### src/rtl/core/mst_pkg.sv
`timescale 1ns / 1ps
package mst_pkg;

  localparam int SLOT_IDX_W = 4;

  localparam logic [2:0] KIND_DOWN     = 3'd0;
  localparam logic [2:0] KIND_PTR_DOWN = 3'd1;
  localparam logic [2:0] KIND_MOVE     = 3'd2;
  localparam logic [2:0] KIND_UP       = 3'd3;
  localparam logic [2:0] KIND_PTR_UP   = 3'd4;
  localparam logic [2:0] KIND_CANCEL   = 3'd5;
  localparam logic [2:0] KIND_READ     = 3'd6;
  localparam logic [2:0] KIND_OTHER    = 3'd7;

  localparam logic [5:0] MAX_CONTACTS = 6'd32;

  typedef struct packed {
    logic [2:0]  kind;
    logic [4:0]  pointer_id;
    logic [15:0] x_pos;
    logic [15:0] y_pos;
    logic [7:0]  pressure_in;
    logic [5:0]  pointer_count;
    logic [3:0]  query_slot;
  } in_item_t;

  typedef struct packed {
    logic        consumed;
    logic        slot_found;
    logic [3:0]  slot_index;
    logic [5:0]  active_count;
    logic        read_valid;
    logic [4:0]  read_pointer_id;
    logic [15:0] read_x;
    logic [15:0] read_y;
    logic [15:0] read_prev_x;
    logic [15:0] read_prev_y;
    logic [7:0]  read_pressure;
  } out_item_t;

  typedef struct packed {
    logic [4:0]  pointer_id;
    logic [15:0] x;
    logic [15:0] y;
    logic [15:0] prev_x;
    logic [15:0] prev_y;
    logic [7:0]  pressure;
  } slot_entry_t;

  typedef struct packed {
    logic                  rd_en;
    logic [SLOT_IDX_W-1:0] rd_addr;
    logic                  wr_en;
    logic [SLOT_IDX_W-1:0] wr_addr;
    slot_entry_t           wr_data;
    logic                  clr_en;
    logic [SLOT_IDX_W-1:0] clr_addr;
    logic                  clr_all;
  } store_cmd_t;

endpackage

### src/rtl/core/mst_slot_store.sv
`timescale 1ns / 1ps
module mst_slot_store #(
  parameter int SLOT_COUNT = 10
) (
  input  logic                     clk,
  input  logic                     rst,
  input  mst_pkg::store_cmd_t      cmd,
  output mst_pkg::slot_entry_t     rd_data,
  output logic [SLOT_COUNT-1:0]    active
);
  import mst_pkg::*;

  localparam int IDX_W = (SLOT_COUNT > 1) ? $clog2(SLOT_COUNT) : 1;

  slot_entry_t mem [SLOT_COUNT];

  // active flags double as entry valid bits: a clear drops only the flag, the entry's data stays in memory
  always_ff @(posedge clk) begin
    if (rst) begin
      active <= '0;
    end else if (cmd.clr_all) begin
      active <= '0;
    end else begin
      if (cmd.wr_en) active[cmd.wr_addr[IDX_W-1:0]] <= 1'b1;
      if (cmd.clr_en) active[cmd.clr_addr[IDX_W-1:0]] <= 1'b0;
    end
  end

  always_ff @(posedge clk) begin
    if (cmd.wr_en) mem[cmd.wr_addr[IDX_W-1:0]] <= cmd.wr_data;
    if (cmd.rd_en) rd_data <= mem[cmd.rd_addr[IDX_W-1:0]];
  end

endmodule

### src/rtl/core/multitouch_slot_tracker_core.sv
`timescale 1ns / 1ps
// channel   signals                     direction  payload
// in        in_valid in_ready in_data   into core  mst_pkg::in_item_t
// out       out_valid out_ready out_data out of core mst_pkg::out_item_t
//
// one item at a time; down, cancel, read and ignored kinds skip the scan
// move and up kinds scan the slot memory one entry per cycle
// the scan stops early at the first active slot with a matching id
// reset clears the active flags and the contact count
// a result waits in the output register; the next item is taken meanwhile
module multitouch_slot_tracker_core #(
  parameter int SLOT_COUNT = 10
) (
  input  logic               clk,
  input  logic               rst,
  input  logic               in_valid,
  output logic               in_ready,
  input  mst_pkg::in_item_t  in_data,
  output logic               out_valid,
  input  logic               out_ready,
  output mst_pkg::out_item_t out_data
);
  import mst_pkg::*;

  localparam int IDX_W = (SLOT_COUNT > 1) ? $clog2(SLOT_COUNT) : 1;
  localparam int CNT_W = $clog2(SLOT_COUNT + 1);
  localparam logic [CNT_W-1:0] SCAN_END = CNT_W'(SLOT_COUNT);
  localparam logic [4:0] QS_LIMIT = 5'(SLOT_COUNT);

  typedef enum logic [2:0] {
    S_IDLE = 3'b001,
    S_SCAN = 3'b010,
    S_DONE = 3'b100
  } state_t;

  state_t                state;
  in_item_t              item;
  logic [CNT_W-1:0]      idx;
  logic                  cmp_vld;
  logic [SLOT_IDX_W-1:0] cmp_idx;
  logic                  found;
  logic [SLOT_IDX_W-1:0] slot;
  logic [5:0]            count;
  logic [5:0]            count_next;

  store_cmd_t            cmd;
  slot_entry_t           rd_data;
  logic [SLOT_COUNT-1:0] active;

  logic                  in_acc;
  logic                  hit;
  logic                  go;
  logic                  ff_found;
  logic [SLOT_IDX_W-1:0] ff_idx;
  logic [5:0]            pc_sat;
  logic                  qs_ok;
  out_item_t             res;

  mst_slot_store #(.SLOT_COUNT(SLOT_COUNT)) u_store (
    .clk     (clk),
    .rst     (rst),
    .cmd     (cmd),
    .rd_data (rd_data),
    .active  (active)
  );

  assign in_ready = (state == S_IDLE);
  assign in_acc   = in_valid && in_ready;
  assign go       = (state == S_DONE) && (!out_valid || out_ready);
  assign hit      = (state == S_SCAN) && cmp_vld && active[cmp_idx[IDX_W-1:0]] &&
                    (rd_data.pointer_id == item.pointer_id);
  assign pc_sat   = (item.pointer_count > MAX_CONTACTS) ? MAX_CONTACTS : item.pointer_count;
  assign qs_ok    = ({1'b0, item.query_slot} < QS_LIMIT);

  always_comb begin
    ff_found = 1'b0;
    ff_idx   = '0;
    for (int i = SLOT_COUNT - 1; i >= 0; i--) begin
      if (!active[i]) begin
        ff_found = 1'b1;
        ff_idx   = SLOT_IDX_W'(i);
      end
    end
  end

  always_comb begin
    cmd        = '0;
    res        = '0;
    count_next = count;
    res.consumed = 1'b1;

    if (in_acc && in_data.kind == KIND_READ && ({1'b0, in_data.query_slot} < QS_LIMIT)) begin
      cmd.rd_en   = 1'b1;
      cmd.rd_addr = in_data.query_slot;
    end
    if (state == S_SCAN && !hit && idx < SCAN_END) begin
      cmd.rd_en   = 1'b1;
      cmd.rd_addr = SLOT_IDX_W'(idx);
    end

    unique case (item.kind) inside
      KIND_DOWN, KIND_PTR_DOWN: begin
        res.slot_found = ff_found;
        res.slot_index = ff_found ? ff_idx : '0;
        count_next     = (item.kind == KIND_DOWN) ? 6'd1 : pc_sat;
        cmd.wr_en      = go && ff_found;
        cmd.wr_addr    = ff_idx;
        cmd.wr_data    = '{pointer_id: item.pointer_id, x: item.x_pos, y: item.y_pos,
                           prev_x: 16'd0, prev_y: 16'd0, pressure: item.pressure_in};
      end
      KIND_MOVE: begin
        res.slot_found = found;
        res.slot_index = found ? slot : '0;
        count_next     = pc_sat;
        cmd.wr_en      = go && found;
        cmd.wr_addr    = slot;
        cmd.wr_data    = '{pointer_id: rd_data.pointer_id, x: item.x_pos, y: item.y_pos,
                           prev_x: rd_data.x, prev_y: rd_data.y, pressure: item.pressure_in};
      end
      KIND_UP, KIND_PTR_UP: begin
        res.slot_found = found;
        res.slot_index = found ? slot : '0;
        if (item.kind == KIND_UP) count_next = 6'd0;
        else count_next = (pc_sat == 6'd0) ? 6'd0 : pc_sat - 6'd1;
        cmd.clr_en     = go && found;
        cmd.clr_addr   = slot;
      end
      KIND_CANCEL: begin
        count_next  = 6'd0;
        cmd.clr_all = go;
      end
      KIND_READ: begin
        if (qs_ok && active[item.query_slot[IDX_W-1:0]]) begin
          res.read_valid      = 1'b1;
          res.read_pointer_id = rd_data.pointer_id;
          res.read_x          = rd_data.x;
          res.read_y          = rd_data.y;
          res.read_prev_x     = rd_data.prev_x;
          res.read_prev_y     = rd_data.prev_y;
          res.read_pressure   = rd_data.pressure;
        end
      end
      KIND_OTHER: begin
        res.consumed = 1'b0;
      end
      default: begin
        res.consumed = 1'b0;
      end
    endcase
    res.active_count = count_next;
  end

  always_ff @(posedge clk) begin
    if (rst) begin
      state     <= S_IDLE;
      out_valid <= 1'b0;
      count     <= 6'd0;
      idx       <= '0;
      cmp_vld   <= 1'b0;
      found     <= 1'b0;
    end else begin
      if (go) begin
        out_valid <= 1'b1;
      end else if (out_ready) begin
        out_valid <= 1'b0;
      end
      unique case (state)
        S_IDLE: begin
          if (in_acc) begin
            idx     <= '0;
            cmp_vld <= 1'b0;
            found   <= 1'b0;
            if (in_data.kind == KIND_MOVE || in_data.kind == KIND_UP ||
                in_data.kind == KIND_PTR_UP) begin
              state <= S_SCAN;
            end else begin
              state <= S_DONE;
            end
          end
        end
        S_SCAN: begin
          if (hit) begin
            found <= 1'b1;
            state <= S_DONE;
          end else if (idx == SCAN_END) begin
            state <= S_DONE;
          end else begin
            cmp_vld <= 1'b1;
            idx     <= idx + 1'b1;
          end
        end
        S_DONE: begin
          if (go) begin
            count     <= count_next;
            state     <= S_IDLE;
          end
        end
        default: state <= S_IDLE;
      endcase
    end
  end

  always_ff @(posedge clk) begin
    if (in_acc) item <= in_data;
    if (state == S_SCAN && !hit) cmp_idx <= SLOT_IDX_W'(idx);
    if (hit) slot <= cmp_idx;
    if (go) out_data <= res;
  end

endmodule

### config.mk
export PLATFORM = sky130hd
export DESIGN_NAME = multitouch_slot_tracker_core
export DESIGN_NICKNAME = d
export VERILOG_FILES = /design/src/rtl/core/mst_pkg.sv /design/src/rtl/core/mst_slot_store.sv /design/src/rtl/core/multitouch_slot_tracker_core.sv
export SDC_FILE = /design/constraint.sdc
export NUM_CORES = 1
export LEC_CHECK = 0
export BUFFER_PORTS_ARGS = -buffer_cell sky130_fd_sc_hd__buf_2
export CAP_MARGIN = 20
export CORE_ASPECT_RATIO = 0.8
export CORE_UTILIZATION = 45
export CTS_CLUSTER_DIAMETER = 150
export DETAILED_ROUTE_END_ITERATION = 8
export PLACE_DENSITY = 0.72
export RECOVER_POWER = 100
export SYNTH_ARGS = -nofsm -noshare
export SYNTH_HDL_FRONTEND = slang
export SYNTH_SLANG_ARGS = --single-unit
### constraint.sdc
create_clock -name clk -period 9.9 [get_ports clk]
set_input_delay 0.495 -clock clk [delete_from_list [all_inputs] [get_ports clk]]
set_output_delay 0.495 -clock clk [all_outputs]
set_load 0.005 [all_outputs]
==> PnR_summary.wiki <==
{| class="wikitable"
! Metric !! Value
|-
| Floorplan die height || 271 µm
|-
| I/O pin total || 154
|-
| Via-per-instance ratio || 6.19
|-
| Avg Synthesized Cell Area || 15.5 µm²
|-
| Final number of max-transition violations || 503
|-
| IR Drop Worst-Case VDD || 0.124 mV
|-
| Die Area || 0.0917 mm²
|-
| Post-layout nets || 2858
|-
| Floorplan row count || 98
|-
| First-pass GRT wire length || 160 mm
|-
| Final std cell area, no fill || 0.0463 mm²
|-
| Vias in the first global route || 25100
|-
| Maximum number of pins on one net before global-route repair || 162
|-
| Proportion of synthesized chip area in sequential cells || 75.3%
|-
| Share of synthesized cell area in full adder, half adder and majority cells || 0.148%
|-
| Area of the placeable core || 0.0895 mm²
|-
| Crit-path max FO || 48
|-
| Hold_sp || in_data[48]
|-
| Launch point of the critical path || item[56]
|-
| Final setup vio count || 0
|-
| Hold Fails Final Rpt || 0
|-
| Cell area after placement || 0.0429 mm²
|-
| Root Driver || sky130_fd_sc_hd__clkbuf_16
|-
| Post-route worst hold slack || 0.0372 ns
|-
| Normalized max-slew margin || -142%
|-
| Max-capacitance violation count || 11
|-
| Sort of element at the end of the critical path || register
|-
| Fraction of layout instances using a drive strength above 1 || 13.4%
|-
| Violated checks || capacitance limit, slew limit
|-
| Final estimated routing congestion in global placement || 0.814
|-
| Remaining DRCs || 0
|-
| Number of DRC violations after detailed-routing iteration 0 || 3621
|-
| Cell area power density || 192 mW/mm²
|-
| Final antenna-violating net count || 0
|-
| Average wire length per cell after detail routing || 26.7 µm
|-
| Proportion of register bits with asynchronous set or reset after synthesis || 0%
|-
| Area fraction in compound gates after synthesis || 6.78%
|-
| Setup total negative slack || 0 ns
|-
| Start of the worst register-to-register path || item[56]
|-
| Clock insertion delay at the later pin of the skew report || 0.67 ns
|-
| Main combinational cell family by area after synthesis || simple AND/OR/NAND/NOR gates
|-
| Horizontal extent of the die || 338 µm
|-
| Reg clk slew, reported paths || 0.06 ns
|-
| Post-synth EDFFs || 1003
|-
| Basic-gate share of the synthesized area counting and, or, nand and nor cells || 11.3%
|-
| Pin slew with the least headroom to its limit || 3.62 ns
|-
| Fraction of synthesized area in multiplexers || 4.46%
|-
| Clock tree from TritonCTS || yes
|-
| Count of warnings emitted by yosys || 0
|-
| Crit start category || register
|-
| Syn Nets || 2693
|-
| Top-area cell type share of the netlist area || 74.0%
|-
| Starting density of the core || 45.5%
|-
| Port Buffers || 153
|-
| Wire length reported by the detailed router || 109 mm
|-
| Count of fill cells added during filler insertion || 7180
|-
| Critical path data required time || 10.19 ns
|-
| Flip-flop and latch count after synthesis || 1029
|-
| Length of the first detailed-routing pass in iterations || 6
|-
| Placement Setup Slack || 5.06 ns
|-
| Total vias in the final route || 25200
|-
| Clock buffer count from CTS || 99
|-
| Area growth syn-to-layout || 13.8%
|-
| Post-synthesis share of cell area spent on xor and xnor gates || 0.151%
|-
| Max clock buf depth || 3
|-
| Sinks on Clock Net || 1029
|-
| Result of the run || finished with violations
|-
| Crit Path Category || register to register
|-
| Remaining Overflow, GRT || 0
|-
| Overall fraction of global-route tracks in use || 23.2%
|-
| Min-Delay Path Class || input pin to register
|-
| Number of different library cells in the post-synthesis netlist || 69
|-
| Clock Skew || 0.0318 ns
|-
| Synth area leaders || sky130_fd_sc_hd__edfxtp_1 (74%), sky130_fd_sc_hd__and2_1 (2.4%), sky130_fd_sc_hd__nand4_1 (2.4%)
|-
| Final critical-path setup slack || 2.79 ns
|-
| Half-perimeter wire length of the detailed placement result || 56.5 mm
|-
| Cell taking the most area after synthesis || sky130_fd_sc_hd__edfxtp_1
|-
| Worst Path Arrival || 7.40 ns
|-
| Post-layout min period || 7.11 ns
|-
| Period Utilization, post-route || 71.8%
|-
| Gate count of the mapped netlist || 2627
|-
| RSZ-0062 raised after global routing || no
|-
| H-tree level count || 3
|-
| Final design utilization || 51.8%
|-
| Cell Area, Synth || 0.0407 mm²
|-
| Initial antenna violation count || 8
|-
| Top FF cell, synth || sky130_fd_sc_hd__edfxtp_1
|-
| Timing-limited maximum frequency || 141 MHz
|-
| Static Leak || 14.5 nW
|}
==> power by group <==
part / switching [mW] / leakage (nW) / total (mW) / internal (mW)
registers: 0.0290 / 9.28 / 4.86 / 4.83
logic: 0.160 / 3.65 / 0.226 / 0.0663
clock network: 1.59 / 1.59 / 3.80 / 2.21
==> registers in the layout, indices dropped and copies added, names as in the netlist <==
name             count
u_store.mem        770
out_data            90
u_store.rd_data     77
item                58
u_store.active      10
count                6
cmp_idx              4
idx                  4
slot                 4
state                3
cmp_vld              1
found                1
out_valid            1
==> layout make-up <==
cell class / instances / area (µm²) / area share (%)
antenna: 1 / 2.50 / 0.00540
tap: 1200 / 1500 / 3.24
inverter: 21 / 85.1 / 0.184
clock buffer: 130 / 2700 / 5.83
sequential: 1029 / 30600 / 66.1
clock inverter: 54 / 564 / 1.22
timing repair buffer: 239 / 1400 / 3.01
multi-input combinational: 1402 / 9440 / 20.4
==> worst paths after layout <==
path	depth (start not counted)	slack (ns)	to
max reg2reg	8	2.79	u_store.mem[1][61]
max	8	2.79	u_store.mem[1][61]
min reg2reg	0	0.48	slot[3]
min	1	0.04	item[48]
==> placed cells by master (no fill, tap or decap), types with 5 or more instances in the layout <==
master / count
sky130_fd_sc_hd__edfxtp_1: 1003
sky130_fd_sc_hd__dfxtp_1: 26
sky130_fd_sc_hd__clkbuf_16: 103
sky130_fd_sc_hd__a22o_1: 5
sky130_fd_sc_hd__nor2_1: 32
sky130_fd_sc_hd__o221a_2: 5
sky130_fd_sc_hd__mux2i_1: 80
sky130_fd_sc_hd__a22oi_1: 77
sky130_fd_sc_hd__o31ai_1: 76
sky130_fd_sc_hd__nor2b_1: 6
sky130_fd_sc_hd__inv_1: 16
sky130_fd_sc_hd__clkinv_2: 18
sky130_fd_sc_hd__buf_2: 83
sky130_fd_sc_hd__nor4b_1: 9
sky130_fd_sc_hd__and2_1: 19
sky130_fd_sc_hd__clkinv_1: 22
sky130_fd_sc_hd__nor4bb_1: 67
sky130_fd_sc_hd__nand2_1: 254
sky130_fd_sc_hd__clkbuf_1: 102
sky130_fd_sc_hd__nand4_1: 155
sky130_fd_sc_hd__dlygate4sd3_1: 38
sky130_fd_sc_hd__o22ai_1: 75
sky130_fd_sc_hd__xnor2_1: 6
sky130_fd_sc_hd__nand3_1: 83
sky130_fd_sc_hd__nor3b_1: 5
sky130_fd_sc_hd__and3_1: 6
sky130_fd_sc_hd__o21ai_0: 96
sky130_fd_sc_hd__nor3_1: 10
sky130_fd_sc_hd__and2_0: 136
sky130_fd_sc_hd__nand2b_1: 8
sky130_fd_sc_hd__a21oi_1: 22
sky130_fd_sc_hd__buf_4: 37
sky130_fd_sc_hd__bufinv_16: 11
sky130_fd_sc_hd__mux2_2: 84
sky130_fd_sc_hd__o21bai_1: 5
==> cells by family after synthesis <==
group           count (synthesis)
compound gates                407
flops                        1029
fa+ha+maj                       5
buf+inv                       196
xor+xnor                        7
simple gates                  816
mux                           167
==> stage by stage <==
step	std cells	power, mW
final	4076	8.88
after global routing	4075	9.10
after CTS	4075	8.92
after detailed placement	3853	5.16
after global placement	3853	5.15
after floorplan	2627	5.06
==> Yosys cell counts, drive strengths merged (8+ instances only) <==
| master | number |
|---|---|
| clkbuf | 132 |
| and2 | 156 |
| edfxtp | 1003 |
| nand3 | 85 |
| nand2b | 8 |
| o31ai | 77 |
| dfxtp | 26 |
| nor4b | 9 |
| nand4 | 155 |
| nand2 | 254 |
| a22oi | 77 |
| nor3 | 12 |
| buf | 43 |
| inv | 21 |
| mux2i | 80 |
| o21ai | 98 |
| o22ai | 75 |
| a21oi | 24 |
| nor4bb | 67 |
| nor2 | 36 |
| mux2 | 84 |
==> repair_timing <==
item	CTS	global route
hold endpoints to repair	38	0
endpoints found under the setup margin	0	0
buffers inserted	0	0
hold buffers	38	0
resized for setup	0	0
==> per-layer routing <==
| layer | share of wire, % | vias up | global-route usage, % |
|---|---|---|---|
| met5 | 0.031 | - | 0 |
| met4 | 3.3 | 4 | 8.35 |
| met3 | 11 | 267 | 4.03 |
| met2 | 46 | 1657 | 37.1 |
| met1 | 40 | 12700 | 31.9 |
| li1 | - | 10700 | - |
==> worst max-delay path, stage by stage (launching register included) <==
cell                         delay [ns]
sky130_fd_sc_hd__edfxtp_1          0.59
sky130_fd_sc_hd__nor3b_1           0.26
sky130_fd_sc_hd__clkbuf_1          2.16
sky130_fd_sc_hd__a2bb2oi_1         0.35
sky130_fd_sc_hd__and4b_1           0.39
sky130_fd_sc_hd__nand2_1           0.09
sky130_fd_sc_hd__o21bai_1          0.22
sky130_fd_sc_hd__clkinvlp_2        1.64
sky130_fd_sc_hd__buf_4             1.01
(Power assumes the default switching activity.)
